--- src/rtl/core/wcg_pkg.sv ---
package wcg_pkg;

	// Length clamp and default output precision
	localparam int MAX_LENGTH     = 4096;
	localparam int COEF_FRAC_BITS = 16;

	// Pipeline depths of the arithmetic units
	localparam int DIV_STEPS = 32;
	localparam int COS_LAT   = 22;
	localparam int EXP_LAT   = 40;

	// Q30 constants
	localparam logic [30:0] ONE_Q30     = 31'h4000_0000;
	localparam logic [30:0] HALF_PI_Q30 = 31'd1686629713;
	localparam logic [29:0] C054 = 30'((64'd1073741824 * 64'd54 + 64'd50) / 64'd100);
	localparam logic [29:0] C046 = 30'((64'd1073741824 * 64'd46 + 64'd50) / 64'd100);
	localparam logic [29:0] C062 = 30'((64'd1073741824 * 64'd62 + 64'd50) / 64'd100);
	localparam logic [29:0] C048 = 30'((64'd1073741824 * 64'd48 + 64'd50) / 64'd100);
	localparam logic [29:0] C038 = 30'((64'd1073741824 * 64'd38 + 64'd50) / 64'd100);
	localparam logic [29:0] C042 = 30'((64'd1073741824 * 64'd42 + 64'd50) / 64'd100);
	localparam logic [29:0] C008 = 30'((64'd1073741824 * 64'd8 + 64'd50) / 64'd100);

	// Configuration register indexes
	localparam logic [1:0] REG_KIND   = 2'd0;
	localparam logic [1:0] REG_LENGTH = 2'd1;
	localparam logic [1:0] REG_ALPHA  = 2'd2;

	// Register reset values
	localparam logic [12:0] LENGTH_RESET = 13'd1024;
	localparam logic [10:0] ALPHA_RESET  = 11'd640;

	typedef enum logic [2:0] {
		KIND_RECT,
		KIND_HAMMING,
		KIND_HANN,
		KIND_GAUSS,
		KIND_BART_HANN,
		KIND_BLACKMAN,
		KIND_BARTLETT
	} kind_t;

endpackage

--- src/rtl/core/wcg_div.sv ---
// Restoring divider, one quotient bit per stage. The user must keep the divisor static while items flow; not enforced.
module wcg_div (
	input  logic        clk,
	input  logic        en,
	input  logic [43:0] dividend,
	input  logic [12:0] divisor,
	output logic [31:0] quotient
);

	localparam int STEPS = wcg_pkg::DIV_STEPS;

	logic [12:0] rem_s  [1:STEPS];
	logic [31:0] bits_s [1:STEPS];

	for (genvar g = 0; g < STEPS; g++) begin : g_step
		logic [12:0] rem_prev;
		logic [31:0] bits_prev;
		logic [13:0] trial;
		logic        ge;

		if (g == 0) begin : g_first
			assign rem_prev  = {1'b0, dividend[43:32]};
			assign bits_prev = dividend[31:0];
		end else begin : g_next
			assign rem_prev  = rem_s[g];
			assign bits_prev = bits_s[g];
		end

		// shift in next dividend bit, subtract when it fits
		assign trial = {rem_prev, bits_prev[31]};
		assign ge    = trial >= {1'b0, divisor};

		always_ff @(posedge clk) begin
			if (en) begin
				rem_s[g+1]  <= ge ? 13'(trial - {1'b0, divisor}) : trial[12:0];
				bits_s[g+1] <= {bits_prev[30:0], ge};
			end
		end
	end

	assign quotient = bits_s[STEPS];

endmodule

--- config.mk ---
export PLATFORM = sky130hd
export DESIGN_NAME = wcg_div
export DESIGN_NICKNAME = d
export VERILOG_FILES = /design/src/rtl/core/wcg_pkg.sv /design/src/rtl/core/wcg_div.sv
export SDC_FILE = /design/constraint.sdc
export NUM_CORES = 2
export LEC_CHECK = 0
export BUFFER_PORTS_ARGS = -buffer_cell sky130_fd_sc_hd__buf_2
export CAP_MARGIN = 40
export CORE_UTILIZATION = 68
export DETAILED_ROUTE_END_ITERATION = 8
export PLACE_DENSITY = 0.85
export SLEW_MARGIN = 20
export SYNTH_ARGS = -nofsm -noshare
export SYNTH_HDL_FRONTEND = slang
export SYNTH_SLANG_ARGS = --single-unit
--- constraint.sdc ---
create_clock -name clk -period 6.05 [get_ports clk]
set_clock_uncertainty 0.1 [all_clocks]
set_input_delay 1.21 -clock clk [delete_from_list [all_inputs] [get_ports clk]]
set_output_delay 1.21 -clock clk [all_outputs]
set_load 0.01 [all_outputs]
==> results.sh <==
export IMPL_syn_instance_count=4476
export IMPL_ff2ff_path_depth=11
export IMPL_clock_root_buffer="clkbuf_16"
export IMPL_holdPathStages=0
export IMPL_yosys_register_bits=1427
export IMPL_drv_slew=0
export IMPL_synthArstFlopShare=0
export IMPL_synth_ff_type="edfxtp_1"
export IMPL_pre_cts_ws_ns=1.04
export IMPL_p_leak_nw=27.4
export IMPL_cts_sinks=1427
export IMPL_antenna_found_initial=1
export IMPL_cellPowerDensity_mw_per_mm2=504
export IMPL_crit_arrival_ns=4.63
export IMPL_slowest_delay_ns=0.61
export IMPL_final_core_util=0.763
export IMPL_drc_errors=0
export IMPL_required_ns=6.47
export IMPL_slew_headroom=0.328
export IMPL_cts_tree="built"
export IMPL_min_period_ns=4.21
export IMPL_layout_nets=5243
export IMPL_clock_insertion_delay_worst_skew_ns=0.77
export IMPL_hold_class="flop to flop"
export IMPL_postCtsSetupBuffers=0
export IMPL_syn_area_mm2=0.0657
export IMPL_maxCapViolCount=0
export IMPL_vdd_ir_drop_max_v=0.000349
export IMPL_switching_share=0.319
export IMPL_p_clk_frac=0.232
export IMPL_core_area_mm2=0.0953
export IMPL_ctsHoldBuffers=0
export IMPL_rsz0062_at_grt="false"
export IMPL_worstSetupEndpointType="flop"
export IMPL_routed_wl_mm=122
export IMPL_cp_num_buf_inv=4
export IMPL_dieArea_mm2=0.0979
export IMPL_finalSetupViolations=0
export IMPL_tns_ns=0
export IMPL_worst_slew_pin_slew_ns=1.01
export IMPL_boundaryPins=91
export IMPL_grt_pass1_vias=37300
export IMPL_vias=37300
export IMPL_slowest_stage="buf_2"
export IMPL_synth_area_leader_cell="edfxtp_1"
export IMPL_final_cell_area_mm2=0.0727
export IMPL_n_fill_cell=5611
export IMPL_startpoint_type="input port"
export IMPL_fmax_mhz=238
export IMPL_dp_hpwl_mm=77.5
export IMPL_yosys_area_top_type_share=0.652
export IMPL_cts_max_path_buffers=3
export IMPL_place_congestion=0.889
export IMPL_setup_slack_ns=1.84
export IMPL_wl_per_cell_um=19.9
export IMPL_yosys_top_cells_area="edfxtp_1 (65%), ha_1 (7.9%), mux2_2 (4.5%), a21oi_1 (2.2%), xnor2_1 (2.1%)"
export IMPL_drive_gt1_frac=0.143
export IMPL_ctsResizeCount=0
export IMPL_rows=113
export IMPL_drt_iter0_drc=2969
export IMPL_start_util=0.690
export IMPL_first_pass_iters=5
export IMPL_p_int_mw=25.0
export IMPL_ant_nets=0
export IMPL_hold_viol_final=0
export IMPL_dpl_cell_area_mm2=0.0682
export IMPL_p_switching_mw=11.7
export IMPL_yosys_top_cells_count="edfxtp_1 (1,427), ha_1 (416), a21oi_1 (286), nor2_1 (270), mux2_2 (265)"
export IMPL_gr_total_overflow=0
export IMPL_synth_avg_cell_area_um2=14.7
export IMPL_synth_nets=4982
export IMPL_p_comb_frac=0.366
export IMPL_outcome="finished clean"
export IMPL_cp_top_family="buffers and inverters"
export IMPL_track_usage=0.251
export IMPL_crit_chain="buf_2 > inv_1 > buf_4 > ha_1 > nor2b_1 > o21a_1 > o21ai_0 > a21oi_1 > a31o_2 > a21oi_1 > buf_4 > mux2_2"
export IMPL_timing_final_crit_share=0.696
export IMPL_clkTransAtPathRegs_ns=0.06
export IMPL_synth_cell_types=76
export IMPL_crit_path_max_fanout=20
export IMPL_seq_area_frac_synth=0.652
export IMPL_die_x_um=313
export IMPL_viasPerCell=6.09
export IMPL_area_growth_synth_to_final_pct=10.7
export IMPL_synth_edf_count=1427
export IMPL_crit_type="input port to flop"
export IMPL_seqPwrFrac=0.402
export IMPL_grt_pass1_wl_mm=193
export IMPL_grt_max_degree=162
export IMPL_cts_buffers_inserted=143
export IMPL_htree_levels=4
export IMPL_yosysWarnings=0
export IMPL_die_h_um=313
export IMPL_yosysMostFrequentCell="edfxtp_1"
export IMPL_portBuffers=90
export IMPL_worstSetupPathDepth=12
==> registers in the layout (all words and copies together) (netlist names) <==
register  cells
rem_s       403
bits_s     1024
==> metal layers <==
layer	part of all wire	vias to the layer above	track usage
li1	-	17700	-
met1	0.41	18100	0.311
met2	0.51	1079	0.436
met3	0.050	320	0.0452
met4	0.037	0	0.102
met5	0	-	0
==> power groups by stage <==
| stage | Clock (mW) | Combinational (mW) | Sequential (mW) |
|---|---|---|---|
| after detailed placement | 0 | 13.0 | 14.9 |
| after global placement | 0 | 12.5 | 14.9 |
| final | 8.50 | 13.4 | 14.7 |
| after floorplan | 0 | 10.7 | 14.4 |
| after CTS | 8.66 | 13.3 | 14.8 |
| after global routing | 9.02 | 14.8 | 14.9 |
==> worst paths after layout <==
| check | from | endpoint | slack, ns |
|---|---|---|---|
| worst max register to register | bits_s[3][127] | rem_s[0][373] | 2.53 |
| worst max-delay path | divisor[1] | rem_s[0][20] | 1.84 |
| worst min register to register | bits_s[3][1] | bits_s[3][34] | 0.30 |
| worst min-delay path | bits_s[3][1] | bits_s[3][34] | 0.30 |
==> cell usage in the layout (no fill, tap or decap), types with 43 or more instances in the layout <==
cell	netlist	final
o21a_1	76	76
o21ai_0	209	209
clkbuf_16	0	146
mux2i_1	54	54
ha_1	416	416
nand3_1	44	44
nand4_1	47	47
nand2_1	191	191
mux2_2	265	265
buf_4	16	71
xor2_1	104	104
a31oi_1	43	43
nor2b_1	84	84
xnor2_1	158	158
inv_1	135	134
nor2_1	270	270
a21oi_1	286	286
buf_2	23	89
edfxtp_1	1427	1427
nor3_1	59	59
nand2b_1	54	54
a21o_1	106	106
==> metrics by stage <==
stage	hold WS, ns	std cells	power, mW
2_1_floorplan	0.300	4476	25.1
4_1_cts	0.303	6108	36.7
6_report	0.302	6114	36.7
5_1_grt	0.303	6114	38.7
3_5_place_dp	0.305	5852	27.9
3_3_place_gp	0.300	5848	27.4
==> kinds of logic (layout without fill, tap and decap cells) <==
logic type / count (synthesis) / in the layout / share of synthesized area
buffers and inverters: 200 / 572 / 0.0139
other: 0 / 1 / 0
and+or+nand+nor: 823 / 823 / 0.0601
xor gates and xnor gates: 262 / 262 / 0.0349
AOI/OAI and AO/OA: 996 / 996 / 0.0963
adders and majority gates: 447 / 447 / 0.0887
muxes: 321 / 321 / 0.0540
DFF: 1427 / 1427 / 0.652
==> cell type report <==
cell class,count,area [um2],share of cell area
flip-flops and latches,1427,42900,0.589
multi-input cells,2849,22000,0.302
clock buffers,177,3770,0.0518
well taps,1265,1580,0.0218
repair buffers,181,1380,0.0189
clock inverters,79,687,0.00944
inverters,135,507,0.00697
diodes,1,2.50,0.0000344
No activity file was read; power rests on OpenSTA's default activity.
